$ cat config.mk
export PLATFORM = sky130hd
export DESIGN_NAME = vgm_command_stream_parser_flat
export DESIGN_NICKNAME = d
export VERILOG_FILES = /design/src/sv/vcsp_pkg.sv /design/src/sv/vcsp_if.sv /design/src/sv/vcsp_front.sv /design/src/sv/vcsp_queue.sv /design/src/sv/vcsp_back.sv /design/src/sv/vgm_command_stream_parser.sv /design/src/flat_wrapper.sv
export SDC_FILE = /design/constraint.sdc
export NUM_CORES = 1
export LEC_CHECK = 0
export ABC_AREA = 1
export BUFFER_PORTS_ARGS = -buffer_cell sky130_fd_sc_hd__buf_2
export CELL_PAD_IN_SITES_DETAIL_PLACEMENT = 0
export CELL_PAD_IN_SITES_GLOBAL_PLACEMENT = 1
export CORE_MARGIN = 2
export CORE_UTILIZATION = 35
export CTS_CLUSTER_SIZE = 25
export DETAILED_ROUTE_END_ITERATION = 16
export GPL_ROUTABILITY_DRIVEN = 0
export PLACE_DENSITY_LB_ADDON = 0.2
export SLEW_MARGIN = 30
export SYNTH_ARGS = -nofsm -noshare
export SYNTH_HDL_FRONTEND = slang
export SYNTH_SLANG_ARGS = --single-unit
$ cat constraint.sdc
create_clock -name clk -period 6.75 [get_ports clk]
set_input_delay 1.35 -clock clk [delete_from_list [all_inputs] [get_ports clk]]
set_output_delay 1.35 -clock clk [all_outputs]
set_load 0.05 [all_outputs]
$ cat src/sv/vcsp_pkg.sv
// Package for the command stream parser: opcodes, action codes, parse
// phases and the queue entry passed from the front end to the back end.
// No dependencies.
package vcsp_pkg;

    localparam int OFFSET_BITS_DEF = 32;
    localparam int QUEUE_DEPTH_DEF = 4;
    localparam int CFG_IDX_W       = 2;
    localparam int CFG_DATA_W      = 32;
    localparam int TARGET_W        = 32;
    localparam int WAIT_W          = 16;

    // Configuration register indexes
    localparam logic [CFG_IDX_W-1:0] CFG_START_OFFSET = 2'd0;
    localparam logic [CFG_IDX_W-1:0] CFG_LOOP_OFFSET  = 2'd1;
    localparam logic [CFG_IDX_W-1:0] CFG_SONG_END     = 2'd2;

    localparam logic [CFG_DATA_W-1:0] START_OFFSET_RST = 32'd64;

    // Opcodes
    localparam logic [7:0] OP_SKIP1_A   = 8'h4F;
    localparam logic [7:0] OP_SKIP1_B   = 8'h50;
    localparam logic [7:0] OP_SKIP2_LO  = 8'h51;
    localparam logic [7:0] OP_SKIP2_HI  = 8'h5D;
    localparam logic [7:0] OP_FM0_A     = 8'h5A;
    localparam logic [7:0] OP_FM0_B     = 8'h5B;
    localparam logic [7:0] OP_FM0_C     = 8'h5E;
    localparam logic [7:0] OP_FM1       = 8'h5F;
    localparam logic [7:0] OP_WAIT16    = 8'h61;
    localparam logic [7:0] OP_WAIT_NTSC = 8'h62;
    localparam logic [7:0] OP_WAIT_PAL  = 8'h63;
    localparam logic [7:0] OP_LOOP      = 8'h66;
    localparam logic [7:0] OP_BLOCK     = 8'h67;
    localparam logic [7:0] OP_WAITN_LO  = 8'h70;
    localparam logic [7:0] OP_WAITN_HI  = 8'h8F;
    localparam logic [7:0] OP_SAA       = 8'hBD;
    localparam logic [7:0] OP_SKIP4     = 8'hE0;

    localparam logic [WAIT_W-1:0] WAIT_NTSC_TICKS = 16'd735;
    localparam logic [WAIT_W-1:0] WAIT_PAL_TICKS  = 16'd882;

    localparam logic [31:0] SKIP_ONE      = 32'd1;
    localparam logic [31:0] SKIP_TWO      = 32'd2;
    localparam logic [31:0] SKIP_FOUR     = 32'd4;
    localparam logic [31:0] BLK_HDR_BYTES = 32'd2;
    localparam logic [7:0]  BLK_SIZE_BYTES = 8'd4;

    typedef enum logic [1:0] {
        ACT_FM   = 2'd0,
        ACT_SAA  = 2'd1,
        ACT_WAIT = 2'd2,
        ACT_SEEK = 2'd3
    } action_kind_t;

    typedef enum logic [5:0] {
        PH_OPCODE  = 6'b000001,
        PH_ARG1    = 6'b000010,
        PH_ARG2    = 6'b000100,
        PH_SKIP    = 6'b001000,
        PH_BLKHDR  = 6'b010000,
        PH_BLKSIZE = 6'b100000
    } phase_t;

    // What a command produces ahead of an optional seek
    typedef enum logic [1:0] {
        CMD_NONE = 2'd0,
        CMD_WAIT = 2'd1,
        CMD_FM   = 2'd2,
        CMD_SAA  = 2'd3
    } cmd_kind_t;

    typedef struct packed {
        cmd_kind_t           kind;
        logic                fm_port;
        logic                chip;
        logic [7:0]          data0;
        logic [7:0]          data1;
        logic [WAIT_W-1:0]   wait_count;
        logic                seek;
        logic [TARGET_W-1:0] target;
    } cmd_t;

endpackage

$ cat src/sv/vcsp_if.sv
// Channel interfaces of the command stream parser: byte input and
// action output. Depends on nothing.
interface vcsp_stream_if;
    logic       valid;
    logic       ready;
    logic [7:0] stream_byte;

    modport source (output valid, output stream_byte, input ready);
    modport sink   (input valid, input stream_byte, output ready);
endinterface

interface vcsp_action_if;
    logic        valid;
    logic        ready;
    logic [1:0]  action_kind;
    logic [1:0]  bus_address;
    logic        chip_select;
    logic [7:0]  bus_data;
    logic [15:0] wait_count;
    logic [31:0] seek_target;
    logic        last_action;

    modport source (output valid, output action_kind, output bus_address,
                    output chip_select, output bus_data, output wait_count,
                    output seek_target, output last_action, input ready);
    modport sink   (input valid, input action_kind, input bus_address,
                    input chip_select, input bus_data, input wait_count,
                    input seek_target, input last_action, output ready);
endinterface

$ cat src/sv/vcsp_front.sv
// Front end: accepts stream beats, tracks position and parse phase,
// and pushes one command entry per byte that yields actions.
// Depends on vcsp_pkg and vcsp_if.
module vcsp_front #(
    parameter int OFFSET_BITS = vcsp_pkg::OFFSET_BITS_DEF
) (
    input  logic                             clk,
    input  logic                             rst_n,
    input  logic                             cfg_write,
    input  logic [vcsp_pkg::CFG_IDX_W-1:0]   cfg_index,
    input  logic [vcsp_pkg::CFG_DATA_W-1:0]  cfg_data,
    vcsp_stream_if.sink                      stream,
    output logic                             push,
    output vcsp_pkg::cmd_t                   push_data,
    input  logic                             full
);
    import vcsp_pkg::*;

    logic [OFFSET_BITS-1:0] start_reg, loop_reg, end_reg;
    logic [OFFSET_BITS-1:0] pos_reg, pos_next, pos_inc, pos_land;
    phase_t                 phase_reg, phase_next;
    logic [7:0]             opcode_reg, opcode_next;
    logic [7:0]             arg_reg, arg_next, arg_inc;
    logic [31:0]            skip_reg, skip_next, skip_dec, skip_or;
    logic                   accept, done, loop_hit, seek;
    cmd_t                   cmd;
    logic [7:0]             b;

    // no beat is taken while a config write updates the parser state
    assign stream.ready = !full && !cfg_write;
    assign accept       = stream.valid && !full && !cfg_write;
    assign b            = stream.stream_byte;

    assign pos_inc  = pos_reg + OFFSET_BITS'(1);
    assign skip_dec = (skip_reg != 32'd0) ? skip_reg - 32'd1 : skip_reg;
    assign skip_or  = skip_reg | ({24'd0, b} << {arg_reg[1:0], 3'b000});
    assign arg_inc  = arg_reg + 8'd1;

    always_comb
    begin
        phase_next  = phase_reg;
        opcode_next = opcode_reg;
        arg_next    = arg_reg;
        skip_next   = skip_reg;
        done        = 1'b0;
        loop_hit    = 1'b0;
        cmd         = '0;
        cmd.kind    = CMD_NONE;

        case (phase_reg)
            PH_ARG1:
            begin
                arg_next   = b;
                phase_next = PH_ARG2;
            end
            PH_ARG2:
            begin
                done = 1'b1;
                if (opcode_reg == OP_WAIT16)
                begin
                    cmd.kind       = CMD_WAIT;
                    cmd.wait_count = {b, arg_reg};
                end
                else if (opcode_reg == OP_SAA)
                begin
                    cmd.kind  = CMD_SAA;
                    cmd.chip  = arg_reg[7];
                    cmd.data0 = arg_reg;
                    cmd.data1 = b;
                end
                else
                begin
                    cmd.kind    = CMD_FM;
                    cmd.fm_port = (opcode_reg == OP_FM1);
                    cmd.data0   = arg_reg;
                    cmd.data1   = b;
                end
            end
            PH_SKIP:
            begin
                skip_next = skip_dec;
                done      = (skip_dec == 32'd0);
            end
            PH_BLKHDR:
            begin
                skip_next = skip_dec;
                if (skip_dec == 32'd0)
                begin
                    phase_next = PH_BLKSIZE;
                    arg_next   = 8'd0;
                end
            end
            PH_BLKSIZE:
            begin
                skip_next = skip_or;
                arg_next  = arg_inc;
                if (arg_inc >= BLK_SIZE_BYTES)
                begin
                    if (skip_or == 32'd0)
                        done = 1'b1;
                    else
                        phase_next = PH_SKIP;
                end
            end
            PH_OPCODE:
            begin
                opcode_next = b;
                case (b) inside
                    OP_SKIP1_A, OP_SKIP1_B:
                    begin
                        skip_next  = SKIP_ONE;
                        phase_next = PH_SKIP;
                    end
                    OP_FM0_A, OP_FM0_B, OP_FM0_C, OP_FM1, OP_WAIT16, OP_SAA:
                        phase_next = PH_ARG1;
                    [OP_SKIP2_LO:OP_SKIP2_HI]:
                    begin
                        skip_next  = SKIP_TWO;
                        phase_next = PH_SKIP;
                    end
                    OP_WAIT_NTSC:
                    begin
                        cmd.kind       = CMD_WAIT;
                        cmd.wait_count = WAIT_NTSC_TICKS;
                        done           = 1'b1;
                    end
                    OP_WAIT_PAL:
                    begin
                        cmd.kind       = CMD_WAIT;
                        cmd.wait_count = WAIT_PAL_TICKS;
                        done           = 1'b1;
                    end
                    [OP_WAITN_LO:OP_WAITN_HI]:
                    begin
                        cmd.kind       = CMD_WAIT;
                        cmd.wait_count = {12'd0, b[3:0]};
                        done           = 1'b1;
                    end
                    OP_LOOP:
                    begin
                        loop_hit = 1'b1;
                        done     = 1'b1;
                    end
                    OP_BLOCK:
                    begin
                        skip_next  = BLK_HDR_BYTES;
                        phase_next = PH_BLKHDR;
                    end
                    OP_SKIP4:
                    begin
                        skip_next  = SKIP_FOUR;
                        phase_next = PH_SKIP;
                    end
                    default:
                        done = 1'b1;
                endcase
            end
            default:
                phase_next = PH_OPCODE;
        endcase

        // Command end: loop jump, then song end check on the landing spot
        pos_land = loop_hit ? loop_reg : pos_inc;
        pos_next = pos_inc;
        seek     = 1'b0;
        if (done)
        begin
            phase_next = PH_OPCODE;
            skip_next  = 32'd0;
            pos_next   = pos_land;
            seek       = loop_hit;
            if (pos_land == end_reg)
            begin
                pos_next = start_reg;
                seek     = 1'b1;
            end
        end
        cmd.seek   = seek;
        cmd.target = TARGET_W'(pos_next);
    end

    assign push      = accept && ((cmd.kind != CMD_NONE) || seek);
    assign push_data = cmd;

    always_ff @(posedge clk or negedge rst_n)
    begin
        if (!rst_n)
        begin
            start_reg  <= START_OFFSET_RST[OFFSET_BITS-1:0];
            loop_reg   <= '0;
            end_reg    <= '0;
            pos_reg    <= START_OFFSET_RST[OFFSET_BITS-1:0];
            phase_reg  <= PH_OPCODE;
            opcode_reg <= '0;
            arg_reg    <= '0;
            skip_reg   <= '0;
        end
        else if (cfg_write)
        begin
            case (cfg_index)
                CFG_START_OFFSET:
                begin
                    start_reg <= cfg_data[OFFSET_BITS-1:0];
                    pos_reg   <= cfg_data[OFFSET_BITS-1:0];
                    phase_reg <= PH_OPCODE;
                    skip_reg  <= '0;
                end
                CFG_LOOP_OFFSET: loop_reg <= cfg_data[OFFSET_BITS-1:0];
                CFG_SONG_END:    end_reg  <= cfg_data[OFFSET_BITS-1:0];
                default:         ;
            endcase
        end
        else if (accept)
        begin
            pos_reg    <= pos_next;
            phase_reg  <= phase_next;
            opcode_reg <= opcode_next;
            arg_reg    <= arg_next;
            skip_reg   <= skip_next;
        end
    end

endmodule

$ cat src/sv/vcsp_queue.sv
// Command queue between parser front end and action back end.
// Register storage, one write and one read per cycle. Depends on vcsp_pkg.
module vcsp_queue #(
    parameter int DEPTH = vcsp_pkg::QUEUE_DEPTH_DEF
) (
    input  logic            clk,
    input  logic            rst_n,
    input  logic            push,
    input  vcsp_pkg::cmd_t  push_data,
    output logic            full,
    input  logic            pop,
    output logic            head_valid,
    output vcsp_pkg::cmd_t  head_data
);
    import vcsp_pkg::*;

    localparam int PTR_W = (DEPTH > 1) ? $clog2(DEPTH) : 1;
    localparam int CNT_W = $clog2(DEPTH + 1);

    cmd_t             mem_reg [DEPTH];
    logic [PTR_W-1:0] wr_ptr_reg, rd_ptr_reg;
    logic [CNT_W-1:0] count_reg;

    assign full       = (count_reg == CNT_W'(DEPTH));
    assign head_valid = (count_reg != '0);
    assign head_data  = mem_reg[rd_ptr_reg];

    always_ff @(posedge clk)
    begin
        if (push)
            mem_reg[wr_ptr_reg] <= push_data;
    end

    always_ff @(posedge clk or negedge rst_n)
    begin
        if (!rst_n)
        begin
            wr_ptr_reg <= '0;
            rd_ptr_reg <= '0;
            count_reg  <= '0;
        end
        else
        begin
            if (push)
                wr_ptr_reg <= (wr_ptr_reg == PTR_W'(DEPTH - 1)) ? '0 : wr_ptr_reg + 1'b1;
            if (pop)
                rd_ptr_reg <= (rd_ptr_reg == PTR_W'(DEPTH - 1)) ? '0 : rd_ptr_reg + 1'b1;
            if (push && !pop)
                count_reg <= count_reg + 1'b1;
            else if (pop && !push)
                count_reg <= count_reg - 1'b1;
        end
    end

`ifndef NO_ASSERTIONS
    a_no_overflow: assert property (@(posedge clk) disable iff (!rst_n)
        !(push && full))
        else $error("queue push while full");
    a_no_underflow: assert property (@(posedge clk) disable iff (!rst_n)
        !(pop && !head_valid))
        else $error("queue pop while empty");
    a_count_tracks: assert property (@(posedge clk) disable iff (!rst_n)
        (push && !pop) |=> (count_reg == $past(count_reg) + 1'b1))
        else $error("queue count lost a push");
`endif

endmodule

$ cat src/sv/vcsp_back.sv
// Back end: expands each queued command into its action beats and
// drives them through an output register. Depends on vcsp_pkg, vcsp_if.
module vcsp_back (
    input  logic            clk,
    input  logic            rst_n,
    input  logic            head_valid,
    input  vcsp_pkg::cmd_t  head_data,
    output logic            pop,
    vcsp_action_if.source   action
);
    import vcsp_pkg::*;

    logic [1:0]   beat_reg;
    logic [1:0]   n_main, n_total;
    logic         load, beat_last;
    action_kind_t kind_b;
    logic [1:0]   addr_b;
    logic         chip_b;
    logic [7:0]   data_b;
    logic [15:0]  wait_b;
    logic [31:0]  target_b;

    logic         valid_reg;
    action_kind_t kind_reg;
    logic [1:0]   addr_reg;
    logic         chip_reg;
    logic [7:0]   data_reg;
    logic [15:0]  wait_reg;
    logic [31:0]  target_reg;
    logic         last_reg;

    always_comb
    begin
        case (head_data.kind)
            CMD_FM, CMD_SAA: n_main = 2'd2;
            CMD_WAIT:        n_main = 2'd1;
            default:         n_main = 2'd0;
        endcase
        n_total   = n_main + {1'b0, head_data.seek};
        beat_last = (beat_reg == n_total - 2'd1);

        kind_b   = ACT_SEEK;
        addr_b   = 2'd0;
        chip_b   = 1'b0;
        data_b   = 8'd0;
        wait_b   = 16'd0;
        target_b = head_data.target;
        if (beat_reg < n_main)
        begin
            target_b = 32'd0;
            case (head_data.kind)
                CMD_FM:
                begin
                    kind_b = ACT_FM;
                    addr_b = {head_data.fm_port, beat_reg[0]};
                    data_b = beat_reg[0] ? head_data.data1 : head_data.data0;
                end
                CMD_SAA:
                begin
                    // register select first, then data
                    kind_b = ACT_SAA;
                    addr_b = {1'b0, ~beat_reg[0]};
                    chip_b = head_data.chip;
                    data_b = beat_reg[0] ? head_data.data1 : head_data.data0;
                end
                default:
                begin
                    kind_b = ACT_WAIT;
                    wait_b = head_data.wait_count;
                end
            endcase
        end
    end

    assign load = head_valid && (!valid_reg || action.ready);
    assign pop  = load && beat_last;

    always_ff @(posedge clk or negedge rst_n)
    begin
        if (!rst_n)
        begin
            valid_reg <= 1'b0;
            beat_reg  <= 2'd0;
        end
        else
        begin
            if (load)
            begin
                valid_reg <= 1'b1;
                beat_reg  <= beat_last ? 2'd0 : beat_reg + 2'd1;
            end
            else if (action.ready)
                valid_reg <= 1'b0;
        end
    end

    always_ff @(posedge clk)
    begin
        if (load)
        begin
            kind_reg   <= kind_b;
            addr_reg   <= addr_b;
            chip_reg   <= chip_b;
            data_reg   <= data_b;
            wait_reg   <= wait_b;
            target_reg <= target_b;
            last_reg   <= beat_last;
        end
    end

    assign action.valid       = valid_reg;
    assign action.action_kind = kind_reg;
    assign action.bus_address = addr_reg;
    assign action.chip_select = chip_reg;
    assign action.bus_data    = data_reg;
    assign action.wait_count  = wait_reg;
    assign action.seek_target = target_reg;
    assign action.last_action = last_reg;

`ifndef NO_ASSERTIONS
    a_beat_in_range: assert property (@(posedge clk) disable iff (!rst_n)
        head_valid |-> (beat_reg < n_total))
        else $error("beat index past end of command");
    a_pop_resets_beat: assert property (@(posedge clk) disable iff (!rst_n)
        pop |=> (beat_reg == 2'd0))
        else $error("beat index not cleared after pop");
    a_seek_is_last: assert property (@(posedge clk) disable iff (!rst_n)
        (valid_reg && kind_reg == ACT_SEEK) |-> last_reg)
        else $error("seek action not flagged last");
`endif

endmodule

$ cat src/sv/vgm_command_stream_parser.sv
// Path: a byte accepted on the stream port is written into the command
// queue and its first action is then loaded into the output register, when
// nothing is queued ahead of it.
// Throughput: one stream beat per cycle unless the queue is full or a config
// write is on; one action beat per cycle while action.ready holds, and the
// queue (QUEUE_DEPTH entries) absorbs bytes with two or three actions.
// Reset (rst_n, async low): position = 64, parser expects an opcode, queue
// and output empty; writing start_offset restarts the parser there.
//
// Top level of the command stream parser. Depends on vcsp_pkg, vcsp_if,
// vcsp_front, vcsp_queue, vcsp_back.
module vgm_command_stream_parser #(
    parameter int OFFSET_BITS = vcsp_pkg::OFFSET_BITS_DEF,
    parameter int QUEUE_DEPTH = vcsp_pkg::QUEUE_DEPTH_DEF
) (
    input  logic                             clk,
    input  logic                             rst_n,
    input  logic                             cfg_write,
    input  logic [vcsp_pkg::CFG_IDX_W-1:0]   cfg_index,
    input  logic [vcsp_pkg::CFG_DATA_W-1:0]  cfg_data,
    vcsp_stream_if.sink                      stream,
    vcsp_action_if.source                    action
);
    import vcsp_pkg::*;

    // Front end to queue
    logic push;
    cmd_t push_data;
    logic full;

    // Queue to back end
    logic pop;
    logic head_valid;
    cmd_t head_data;

    // Front end: one byte per beat, phase machine and position tracking.
    // Stalls when the queue is full or during a config write.
    vcsp_front #(
        .OFFSET_BITS (OFFSET_BITS)
    ) u_front (
        .clk       (clk),
        .rst_n     (rst_n),
        .cfg_write (cfg_write),
        .cfg_index (cfg_index),
        .cfg_data  (cfg_data),
        .stream    (stream),
        .push      (push),
        .push_data (push_data),
        .full      (full)
    );

    // Decouples byte parsing from action delivery
    vcsp_queue #(
        .DEPTH (QUEUE_DEPTH)
    ) u_queue (
        .clk        (clk),
        .rst_n      (rst_n),
        .push       (push),
        .push_data  (push_data),
        .full       (full),
        .pop        (pop),
        .head_valid (head_valid),
        .head_data  (head_data)
    );

    // Back end: writes, waits and seeks, one action beat per cycle while ready
    vcsp_back u_back (
        .clk        (clk),
        .rst_n      (rst_n),
        .head_valid (head_valid),
        .head_data  (head_data),
        .pop        (pop),
        .action     (action)
    );

endmodule
$ cat src/flat_wrapper.sv
// flat-port wrapper written by rule: the top's interface ports become plain ports
module vgm_command_stream_parser_flat import vcsp_pkg::*;
#(
    parameter int OFFSET_BITS = vcsp_pkg::OFFSET_BITS_DEF,
    parameter int QUEUE_DEPTH = vcsp_pkg::QUEUE_DEPTH_DEF
)
  (clk, rst_n, cfg_write, cfg_index, cfg_data, stream_valid, stream_stream_byte, stream_ready, action_valid, action_action_kind, action_bus_address, action_chip_select, action_bus_data, action_wait_count, action_seek_target, action_last_action, action_ready);
  vcsp_stream_if stream_i ();
  vcsp_action_if action_i ();
  input  logic clk;
  input  logic rst_n;
  input  logic cfg_write;
  input  logic [vcsp_pkg::CFG_IDX_W-1:0] cfg_index;
  input  logic [vcsp_pkg::CFG_DATA_W-1:0] cfg_data;
  input wire logic [$bits(stream_i.valid)-1:0] stream_valid;
  input wire logic [$bits(stream_i.stream_byte)-1:0] stream_stream_byte;
  output wire logic [$bits(stream_i.ready)-1:0] stream_ready;
  output wire logic [$bits(action_i.valid)-1:0] action_valid;
  output wire logic [$bits(action_i.action_kind)-1:0] action_action_kind;
  output wire logic [$bits(action_i.bus_address)-1:0] action_bus_address;
  output wire logic [$bits(action_i.chip_select)-1:0] action_chip_select;
  output wire logic [$bits(action_i.bus_data)-1:0] action_bus_data;
  output wire logic [$bits(action_i.wait_count)-1:0] action_wait_count;
  output wire logic [$bits(action_i.seek_target)-1:0] action_seek_target;
  output wire logic [$bits(action_i.last_action)-1:0] action_last_action;
  input wire logic [$bits(action_i.ready)-1:0] action_ready;
  assign stream_i.valid = stream_valid;
  assign stream_i.stream_byte = stream_stream_byte;
  assign stream_ready = stream_i.ready;
  assign action_valid = action_i.valid;
  assign action_action_kind = action_i.action_kind;
  assign action_bus_address = action_i.bus_address;
  assign action_chip_select = action_i.chip_select;
  assign action_bus_data = action_i.bus_data;
  assign action_wait_count = action_i.wait_count;
  assign action_seek_target = action_i.seek_target;
  assign action_last_action = action_i.last_action;
  assign action_i.ready = action_ready;
  vgm_command_stream_parser #(.OFFSET_BITS(OFFSET_BITS), .QUEUE_DEPTH(QUEUE_DEPTH)) u_core (.clk(clk), .rst_n(rst_n), .cfg_write(cfg_write), .cfg_index(cfg_index), .cfg_data(cfg_data), .stream(stream_i), .action(action_i));
endmodule
# Word level (Yosys, flattened, before mapping)
# Memory sizes are Yosys's and may differ from the RTL's.
# Cells that the tools add are included.
[word_totals]
ff_bits = 254
ram_bits = 276
in_bits = 47
out_inout_bits = 64
elab_cells = 231
mem_count = 1
[classes]
addsub = 10
n_lt_le_gt_ge = 6
eq_ne = 49
shift = 1
mux = 96
n_bitwise = 4
reduce_logical = 44
[memory_table]
columns = ["name", "words", "word_bits", "read_ports", "rd_ports_with_merged_regs", "write_ports", "line", "source"]
rows = [
  ["u_core.u_queue.mem_reg", 4, 69, 1, 0, 1, "vcsp_queue.sv:20", "cmd_t mem_reg [DEPTH];"],
]
[op_table]
columns = ["cell", "count"]
rows = [
  ["$mux W32", 20],
  ["$eq A8 B7 Y1 const B", 13],
  ["$mux W6", 16],
  ["$pmux W32 S3", 1],
  ["$logic_not A32 Y1", 2],
  ["$mux W10", 5],
  ["$mux W18", 2],
  ["$add A32 B1 Y32 const B", 1],
  ["$eq A32 B32 Y1", 1],
  ["$or A32 B32 Y32", 1],
  ["$pmux W16 S2", 1],
  ["$reduce_bool A32 Y1", 1],
  ["$shl A8 B5 Y32", 1],
  ["$sub A32 B1 Y32 const B", 1],
  ["$pmux W6 S5", 1],
  ["$mux W1", 29],
  ["$ne A7 B5 Y1 const B", 4],
  ["$eq A8 B8 Y1 const B", 3],
  ["$ne A6 B5 Y1 const B", 4],
  ["$pmux W8 S3", 1],
  ["$mux W2", 9],
  ["$ge A8 B7 Y1 const B", 2],
  ["$mux W16", 1],
  ["$mux W8", 2],
  ["47 further kinds", 88],
]

# Longest topological paths before layout
# Gate-level depths: netlist of the first run.
[depth]
depth_word = 19
mapped_depth = 29
depth_no_buf = 28

# Cells and area by module
# From an unflattened synthesis of the first run, not the netlist that was laid out.
[unflattened]
hier_cells = 3283
area_unflattened_um2 = 27552.7
[by_module_without_submodules]
columns = ["module", "instances", "cells_each", "area_each_um2"]
rows = [
  ["vcsp_front", 1, 2193, 13540.5],
  ["vcsp_queue", 1, 858, 11292.1],
  ["vcsp_back", 1, 232, 2720.1],
]

# Worst setup path before layout of the first run
# OpenSTA, ideal clock, no wires.
[synth_path]
kind = "input-to-reg"
from = "input port stream_stream_byte[6]"
to = "memory u_core.u_queue.mem_reg[0][0] (netlist bit) (enable)"
setup_ps = 496
t_arrival_ps = 6183
slack_ps = 71
stages = 20
path_cell_list = "buf_4 -> inv_2 -> nor2_2 -> nand2_2 -> nor2_2 -> nand2_2 -> buf_6 -> or2_1 -> nand2_2 -> xor2_2 -> nand2_1 -> nor2_2 -> nand2_2 -> nor2_8 -> nand2_4 -> nand2_1 -> nand2_1 -> nand2_1 -> nand2_2 -> nor2_1"
[synth_between]
elab_chain_len = 17
[synth_rtl]
columns = ["item", "line", "source"]
rows = [
  ["start, declared", "flat_wrapper.sv:16", "input wire logic [$bits(stream_i.stream_byte)-1:0] stream_stream_byte;"],
  ["$ge A8 B7 Y1 (no line) (tied with other cells)", "-", ""],
  ["$logic_and A1 B1 Y1 (no line) / $mux W1 (equally long branches)", "-", ""],
  ["$mux W1 (6 in a row)", "vcsp_front.sv:108", "case (b) inside"],
  ["$mux W1", "vcsp_front.sv:50", "case (phase_reg)"],
  ["$mux W32", "vcsp_front.sv:163", "pos_land = loop_hit ? loop_reg : pos_inc;"],
  ["$eq A32 B32 Y1", "vcsp_front.sv:172", "if (pos_land == end_reg)"],
  ["$mux W1", "vcsp_front.sv:172", ""],
  ["$mux W1", "vcsp_front.sv:166", "if (done)"],
  ["$logic_or A1 B1 Y1 *", "vcsp_front.sv:182", "assign push = accept && ((cmd.kind != CMD_NONE) || seek);"],
  ["$logic_and A1 B1 Y1 *", "vcsp_front.sv:182", ""],
  ["$mux W1 *", "vcsp_queue.sv:30", "if (push)"],
  ["$mux W1 (implied by the code) *", "vcsp_queue.sv:31", "mem_reg[wr_ptr_reg] <= push_data;"],
  ["end, declared", "vcsp_queue.sv:20", ""],
]
# Mark *: on every way between the ends. The rest lies on a longest branch, timed or not.

# Worst setup path after layout of the first run
[layout_path]
from = "register u_core.u_front.arg_reg[0]"
to = "register u_core.u_queue.count_reg[2]"
[layout_between]
elab_chain_len = 12
[layout_rtl]
columns = ["item", "line", "source"]
rows = [
  ["start, declared", "vcsp_front.sv:23", "logic [7:0] arg_reg, arg_next, arg_inc;"],
  ["start signal, assigned", "vcsp_front.sv:218", "arg_reg <= arg_next;"],
  ["branches (longest 4 deep; another with $add A8 B1 Y8)", "-", ""],
  ["$mux W1 *", "vcsp_front.sv:97", "if (arg_inc >= BLK_SIZE_BYTES)"],
  ["$pmux W1 S4 *", "vcsp_front.sv:50", ""],
  ["$mux W1 *", "vcsp_front.sv:166", ""],
  ["$logic_or A1 B1 Y1 *", "vcsp_front.sv:182", ""],
  ["$logic_and A1 B1 Y1 *", "vcsp_front.sv:182", ""],
  ["via u_core.push", "vgm_command_stream_parser.sv:27", "logic push;"],
  ["$logic_not A1 Y1", "vcsp_queue.sv:50", "else if (pop && !push)"],
  ["$logic_and A1 B1 Y1", "vcsp_queue.sv:50", ""],
  ["$reduce_bool A2 Y1 (no line)", "-", ""],
  ["end signal, assigned", "vcsp_queue.sv:49", "count_reg <= count_reg + 1'b1;"],
  ["end signal, assigned", "vcsp_queue.sv:51", "count_reg <= count_reg - 1'b1;"],
  ["end, declared", "vcsp_queue.sv:22", "logic [CNT_W-1:0] count_reg;"],
]
# Mark *: on every way through the listed nets, which the timed path passes.
# A chain may end at the register's enable or synchronous reset.

==> reports/results.txt, run 1 <==
The flow ran to the end, and the final reports show no timing, DRC or antenna violations. The path class of the tightest hold or removal check is flop to flop. Dividing total power by cell area gives a power density of 512 nW/um2.

The number of diodes is 0. In this run the mean area of a mapped cell was 8.66 um2. Internal power comes to 8190 uW. For the pin with the worst max-slew slack, the measured transition is 0.954 ns.

For the logic gate share of total power, the log shows 47.7%. On the final layout, the worst clock skew is 0.0229 ns. Clock tree root driver cell: sky130_fd_sc_hd__clkbuf_16. The final routed wire length divided by cell count works out to 20.4 um. The worst hold path passes through 2 cells. Measured against its own limit, the worst slew margin works out to 36.4%. The share of the cycle needed by the critical path after routing came out at 81.1%. STA classifies the critical path endpoint as a flop. Static timing analysis puts the maximum clock frequency at 183 MHz. The source of the worst hold timing path was u_core.u_front.start_reg[28]. Setup violations remaining at the end of the flow were counted as 0. The H-tree was split into 2 levels.

After detailed routing, the number of remaining DRC violations is 0. The synthesized design contains 338 enable-type register cells. The sum of overflow across all layers after global routing came out at 0. The commonest cells after synthesis are sky130_fd_sc_hd__nand2_1 (702), sky130_fd_sc_hd__nor2_1 (466), sky130_fd_sc_hd__edfxtp_1 (338), sky130_fd_sc_hd__o21ai_0 (291), sky130_fd_sc_hd__inv_1 (247). Final wirelength: 84300 um.

The count of port buffers added during placement came out at 110. The logs give 21.5% for the total global-route track usage and 0.63 ns for the clock latency on the worst-skew pair. The worst hold path terminates at u_core.u_front.start_reg[28]. The final max-slew violation count is 0, and the max-capacitance violation count is 0. Summed over all nets, the switching power comes to 7160 uW.

Share of the synthesized area in the top cell type: 38.4%. The number of setup buffers added after CTS was 0. At the worst endpoint, the arrival time is 5.97 ns. 111 I/O pins were placed.

After the first detailed-routing iteration, the DRC count stood at 1892. No sink is reached through more buffers than the 3 on the longest clock path. After clock tree synthesis, the flow added hold-fix buffers numbering 0. Hold timing on the final database bottoms out at a slack of 0.480 ns. By area the synthesized netlist is led by sky130_fd_sc_hd__edfxtp_1 (38%), sky130_fd_sc_hd__dfrtp_1 (18%), sky130_fd_sc_hd__nand2_1 (10%), sky130_fd_sc_hd__nor2_1 (6.6%), sky130_fd_sc_hd__o21ai_0 (5.5%). The register with the most flip-flops in the layout has 276 of them. Dividing the detail-routed via count by the number of cells gives 5.20.

The logs give 20700 for the via count of the first global-routing pass and 0 for the post-detailed-route count of antenna-violating nets. The total clock sinks is 530. The most used flip-flop cell after synthesis is sky130_fd_sc_hd__edfxtp_1. The number of distinct standard cells referenced by the synthesized netlist was 54. The cell area that synthesis handed to floorplanning was 26400 um2. Counting the fill cells in the layout gives 7411. The tools report the post-layout instance count excluding filler cells as 4136.

The area added between synthesis and finish was 13.4%. The number of antenna violations at the first check in global routing is 0. For the worst setup path, the data required time is 7.25 ns. The setup path with the least slack is of type flop to flop. The register cell area after layout was 15000 um2. For the starting density of the core, the log shows 35.5%. Clock-pin slew reported for the worst setup and hold paths after clock tree synthesis: 0.06 ns. The startpoint of the lowest-slack register-to-register path was u_core.u_front.arg_reg[0].

The cell count after synthesis came out at 3052. Summed over all instances, the cell type with the most area after synthesis is sky130_fd_sc_hd__edfxtp_1. The logs give 56.6% for the fraction of the yosys area taken by sequential cells and 57800 um for the half-perimeter wire length of the detailed placement result.

In this run switching power makes up 46.6% of total power. TritonCTS built the clock tree. The leakage power is 0.0128 uW. For the number of nets in the final layout, the log shows 3180. Along the worst path, the maximum fanout reaches 35. The x dimension of the die was 279 um.

Measured in cells, the most critical reg-to-reg path has a length of 23. The worst voltage drop across the vdd grid is 0.290 mV. In this run the vertical extent of the chip is 279 um. The share of total power dissipated in sequential elements is 31.0%.

After routing, the total negative slack on setup checks comes to 0 ns. Detailed routing inserted a total of 21500 vias. After floorplanning, the core was divided into 100 placement rows. The number of nets in the synthesized netlist is 3112. The first-pass GRT wire length is 128000 um. In this run, synthesis produced a sequential element count of 530. The pre-antenna-repair detailed-routing pass consisted of 7 iterations.

Counting flops with an async set or reset pin after synthesis yields a share of 36.2%. Entering global routing, the biggest net connects 160 pins. The placeable core area is 74600 um2, and the count of final hold-check violations is 0. Cell with the most instances after synthesis: sky130_fd_sc_hd__nand2_1. Summing all multi-input logic gate instances after layout gives 9970 um2. The fraction of final layout cells sized beyond drive strength 1 is 9.76%, and the synthesis warning total is 0.

The die covers 77800 um2. Internal reg-to-reg setup slack: 1.27 ns. The critical path launch point type is a flop. The worst register-to-register path ends at u_core.u_queue.count_reg[2]. The number of clock buffers added by TritonCTS is 57. Clock period minus final worst setup slack: 5.48 ns. Post-CTS repair changed the size of 0 cells.

Fraction of power consumed by the clock network: 21.3%. The cell count after placement is 4029. Setup repair after global routing left no endpoint under its margin.
-- per-layer routing --
| layer | vias up | GRT usage, % | share of wire (%) |
|---|---|---|---|
| met5 | - | 0 | 0 |
| met4 | 0 | 5.31 | 2.2 |
| met3 | 109 | 3.72 | 6.6 |
| met2 | 685 | 32.8 | 43 |
| met1 | 10300 | 31.8 | 48 |
| li1 | 10400 | - | - |
-- logic make-up (layout without fill, tap and decap cells) --
family	after synthesis	after routing	share of synthesized area, %
AO/OA/AOI/OAI	517	517	10.4
XOR/XNOR	44	44	1.49
adder cells (fa/ha/maj)	13	13	0.644
buffers and inverters	402	517	6.02
flip-flops	530	530	56.6
AND/OR/NAND/NOR	1546	1546	24.9
-- metrics by stage --
stage / total power, uW / utilization, % / area [um2] / setup slack [ns]
after floorplan: 9800 / - / 26400 / 0.0710
after global placement: 12100 / 37.5 / 28000 / 1.13
after detailed placement: 12100 / 37.5 / 28000 / 1.14
after CTS: 15400 / 40.2 / 30000 / 1.39
after global routing: 16400 / 40.2 / 30000 / 0.950
final: 15300 / 40.2 / 30000 / 1.27
-- worst max-delay path, stage by stage (launching register included) --
cell and delay, ns:
sky130_fd_sc_hd__dfrtp_1 0.84, sky130_fd_sc_hd__clkinv_1 0.76, sky130_fd_sc_hd__nand2_1 0.31, sky130_fd_sc_hd__o21ai_0 0.10, sky130_fd_sc_hd__inv_1 0.15, sky130_fd_sc_hd__nand4_1 0.17, sky130_fd_sc_hd__nor2_1 0.22, sky130_fd_sc_hd__nand2_1 0.07
sky130_fd_sc_hd__nor3_1 0.14, sky130_fd_sc_hd__nand2_1 0.07, sky130_fd_sc_hd__inv_1 0.12, sky130_fd_sc_hd__a21oi_4 0.18, sky130_fd_sc_hd__nand2_4 0.12, sky130_fd_sc_hd__buf_4 0.46, sky130_fd_sc_hd__nand2_1 0.19, sky130_fd_sc_hd__nand2_1 0.11
sky130_fd_sc_hd__nand2_2 0.18, sky130_fd_sc_hd__inv_2 0.11, sky130_fd_sc_hd__ha_1 0.14, sky130_fd_sc_hd__inv_1 0.07, sky130_fd_sc_hd__fa_1 0.39, sky130_fd_sc_hd__a21oi_1 0.14, sky130_fd_sc_hd__o21ai_0 0.11, sky130_fd_sc_hd__xor2_1 0.15
-- worst max path at each step --
stage	from	end	slack (ns)	depth (start not counted)
global placement	stream_stream_byte[5]	u_core.u_queue.count_reg[2]	1.13	27
CTS	u_core.u_front.arg_reg[0]	u_core.u_queue.count_reg[2]	1.39	23
global route	u_core.u_front.arg_reg[0]	u_core.u_queue.count_reg[2]	0.95	23
detailed placement	stream_stream_byte[5]	u_core.u_queue.count_reg[2]	1.14	27
finish	u_core.u_front.arg_reg[0]	u_core.u_queue.count_reg[2]	1.27	23
floorplan	stream_stream_byte[6]	u_core.u_queue.mem_reg[0][0]	0.07	20
-- layout by cell type, fill, tap and decap left out, types with 27 or more instances in the layout --
cell type / n
sky130_fd_sc_hd__a21oi_1: 120
sky130_fd_sc_hd__buf_2: 109
sky130_fd_sc_hd__buf_4: 34
sky130_fd_sc_hd__clkbuf_16: 57
sky130_fd_sc_hd__dfrtp_1: 187
sky130_fd_sc_hd__edfxtp_1: 338
sky130_fd_sc_hd__inv_1: 244
sky130_fd_sc_hd__nand2_1: 700
sky130_fd_sc_hd__nand3_1: 205
sky130_fd_sc_hd__nand3b_1: 27
sky130_fd_sc_hd__nand4_1: 61
sky130_fd_sc_hd__nor2_1: 458
sky130_fd_sc_hd__o21ai_0: 291
sky130_fd_sc_hd__o22ai_1: 45
sky130_fd_sc_hd__xor2_1: 34
-- area by class of cell --
cell class / count / area share, %
clock inverters: 34 / 1.39
repair buffers: 147 / 2.94
well taps: 969 / 4.04
flip-flops and latches: 530 / 49.9
clock buffers: 72 / 5.18
multi-input cells: 2120 / 33.3
inverters: 264 / 3.31
-- power by group through the flow --
stage                     sequential [uW]  clock, uW  combinational [uW]
after global routing                 4830       3470                8110
after global placement               4810          0                7250
after detailed placement             4810          0                7260
final                                4760       3270                7320
after CTS                            4760       3350                7290
after floorplan                      5280          0                4520
Note: power is estimated with default switching activity, not from simulation.
==> run 2: changes to the inputs <==
clock period = 5.7 ns   (was 6.75 ns; I/O delays follow)
==> reports/results.txt, run 2 (synthesis gave the netlist of run 1 again) <==
The transition time at the pin with the least slew margin is 0.985 ns (+0.0300 ns), and the number of diodes is 0 (unchanged). The run gives 5.37 ns (-0.60 ns) as the data arrival time of the critical path. The tools report the max-capacitance violation count as 0 (unchanged). The tools report the start point of the critical path as u_core.u_front.skip_reg[0]. The per-cell via count in the routed design was 5.23 (+0.44%); the final wirelength was 85000 um (+0.91%).

TritonCTS built the clock tree. The final routed wire length divided by cell count was 20.5 um (+0.64%). The logs give 0.483 ns (-0.657 ns) for the pre-CTS setup slack and 0.63 ns (about the same) for the clock latency on the worst-skew pair.

The run finished with clean final reports. Number of optimization iterations in the first detailed-route pass: 5 (-2). In this run the worst setup path terminates at u_core.u_queue.count_reg[2]. The highest fanout seen on the critical path was 26 (-26%). The tools report the final-report setup violation count as 0 (unchanged). The clock period minus final worst setup slack is 4.86 ns (-0.615 ns), and the total clock buffers created by CTS is 57 (unchanged). For the DRC violation total after the first TritonRoute iteration, the log shows 2148 (+14%).

Setup repair after global routing left no endpoint under its margin. Startpoint of the lowest-slack register-to-register path: u_core.u_front.skip_reg[0]. The critical path is of the flop to flop type. For the number of setup buffers added after CTS, the log shows 0 (unchanged).

The count of port buffers added during placement was 110 (unchanged). The logs give 0.84 ns (-0.43 ns) for the internal reg-to-reg setup slack and 35.5% (unchanged) for the starting density of the core. X dimension of the die: 279 um (unchanged).

The clock-pin slew reported for the worst setup and hold paths after clock tree synthesis is 0.06 ns (about the same). The share of the cycle needed by the critical path after routing works out to 85.3% (+4.2 points). The critical path launch point type is a flop. The worst hold path belongs to the class primary input to asynchronous set/reset pin. The tools report the largest net degree at the start of global routing as 105 (-34%). Normalized max-slew margin: 34.0% (-2.4 points). The number of antenna violations at the first check in global routing came out at 0 (unchanged). Count of final hold-check violations: 0 (unchanged).

The area added between synthesis and finish was 13.4% (about the same); the maximum clock frequency was 206 MHz (+13%). The tools report the worst voltage drop across the vdd grid as 0.292 mV (+0.81%). The run gives 3189 (+0.28%) as the number of nets in the final layout. The post-route DRC violation count was 0 (unchanged); the fraction of final layout cells sized beyond drive strength 1 was 9.79% (+0.029 points). The depth of the most critical reg-to-reg path was 23 (unchanged). The total clock sinks is 530 (unchanged), and the number of inserted filler cells in the final layout is 7448 (+0.50%). For the post-detailed-route count of antenna-violating nets, the log shows 0 (unchanged). The run gives 77800 um2 (unchanged) as the area of the die. The endpoint identified for the worst register-to-register timing path is u_core.u_queue.count_reg[2]. The placeable core area is 74600 um2 (unchanged), and the total global-route track usage is 21.9% (+0.36 points). STA classifies the critical path endpoint as a flop.

The tools report the total power of the final layout as 18000 uW (+17%). The run gives 100 (unchanged) as the number of placement rows. The ratio of total power to cell area is 600 nW/um2 (+17%), and the vias after detailed routing is 21700 (+0.71%). The tools report the I/O pin total as 111 (unchanged).

The root buffer cell chosen for the clock tree is sky130_fd_sc_hd__clkbuf_16. Final max-slew violation count: 0 (unchanged). The required time of the worst setup path was 6.21 ns (-1.04 ns); the number of buffers between clock root and the deepest sink was 3 (unchanged).

The number of flip-flops under the largest register name is 276 (unchanged). For the number of levels the H-tree was split into, the log shows 2 (unchanged). The logs give 130000 um (+2.1%) for the first-pass GRT wire length and 21000 (+1.2%) for the via count of the first global-routing pass. The worst hold-check slack came out at 0.376 ns (-0.104 ns). The run gives 0.0235 ns (+0.000631 ns) as the clock tree skew after final layout. In the layout the commonest cells are sky130_fd_sc_hd__nand2_1 (699), sky130_fd_sc_hd__nor2_1 (458), sky130_fd_sc_hd__edfxtp_1 (338).

The leakage power was 0.0128 uW (about the same). The quantity of hold-fixing buffers added after cts is 0 (unchanged). The die extent in y is 279 um (unchanged). The number of gates resized after CTS was 0 (unchanged). The most common cell after layout, fill and taps aside is sky130_fd_sc_hd__nand2_1.

The tools report the half-perimeter wire length of the detailed placement result as 58300 um (+0.90%). The run gives 0 (unchanged) as the sum of overflow across all layers after global routing. The final worst setup slack came out at 0.840 ns (-0.435 ns).
-- run 2: changes by cell type in the layout (fill, tap and decap cells not counted), sizes merged --
cell | before | now
buf | 146 | 156
bufinv | 8 | 5
clkinv | 25 | 36
clkinvlp | 4 | 1
inv | 261 | 257
-- run 2: power breakdown --
part	switching (uW)	internal, uW	total, uW
registers	590	5070	5660
logic	6310	2340	8650
clock network	1570	2100	3670
-- run 2: critical path, cell delays in order, from the launching register on --
cell	delay, ns
sky130_fd_sc_hd__dfrtp_1	0.41
sky130_fd_sc_hd__inv_1	0.12
sky130_fd_sc_hd__ha_1	0.32
sky130_fd_sc_hd__nand2_2	0.15
sky130_fd_sc_hd__nor2_4	0.20
sky130_fd_sc_hd__nand2_1	0.11
sky130_fd_sc_hd__nor2_4	0.22
sky130_fd_sc_hd__inv_2	0.24
sky130_fd_sc_hd__nand2_1	0.22
sky130_fd_sc_hd__nand3_1	0.14
sky130_fd_sc_hd__nand3b_1	0.20
sky130_fd_sc_hd__nor2_2	0.33
sky130_fd_sc_hd__nand3_4	0.32
sky130_fd_sc_hd__nand2_4	0.25
sky130_fd_sc_hd__nand2_1	0.11
sky130_fd_sc_hd__nand2_1	0.09
sky130_fd_sc_hd__nand2_2	0.18
sky130_fd_sc_hd__inv_2	0.11
sky130_fd_sc_hd__ha_1	0.14
sky130_fd_sc_hd__inv_1	0.06
sky130_fd_sc_hd__fa_1	0.37
sky130_fd_sc_hd__a21oi_1	0.14
sky130_fd_sc_hd__o21ai_0	0.11
sky130_fd_sc_hd__xor2_1	0.15
-- run 2: worst min path at each step --
stage,endpoint,from,depth (start not counted),slack (ns)
3_3_place_gp,u_core.u_front.start_reg[28],u_core.u_front.start_reg[28],2,0.46
4_1_cts,u_core.u_front.phase_reg[0],u_core.u_front.phase_reg[0],2,0.49
3_5_place_dp,u_core.u_front.loop_reg[20],u_core.u_front.loop_reg[20],2,0.47
6_report,u_core.u_front.skip_reg[22],rst_n,1,0.38
2_1_floorplan,u_core.u_front.start_reg[13],u_core.u_front.start_reg[13],2,0.44
5_1_grt,u_core.u_front.skip_reg[22],rst_n,1,0.37
-- run 2: cell type report --
cell class	instances	area (um2)	share of cell area, %
Tap cell	969	1210	4.04
Clock buffer	73	1510	5.03
Timing Repair Buffer	156	992	3.31
Clock inverter	35	344	1.15
Inverter	264	992	3.31
Multi-Input combinational cell	2120	9970	33.3
Sequential cell	530	15000	49.9
-- run 2: stage by stage --
step / util (%) / instance area, um2 / setup TNS [ns] / std cells
2_1_floorplan: - / 26400 / -212.25 / 3052
3_3_place_gp: 37.7 / 28100 / 0 / 4038
3_5_place_dp: 37.7 / 28100 / 0 / 4038
4_1_cts: 40.2 / 30000 / 0 / 4146
5_1_grt: 40.2 / 30000 / 0 / 4147
6_report: 40.2 / 30000 / 0 / 4147
-- run 2: metal layers --
layer / part of all wire (%) / track usage [%] / vias up / routed length [um]
met2: 43 / 33.2 / 717 / 36800
li1: - / - / 10400 / -
met4: 2.3 / 5.46 / 0 / 1930
met1: 47 / 32.4 / 10500 / 40400
met5: 0 / 0 / - / 0
met3: 6.9 / 3.91 / 100 / 5880
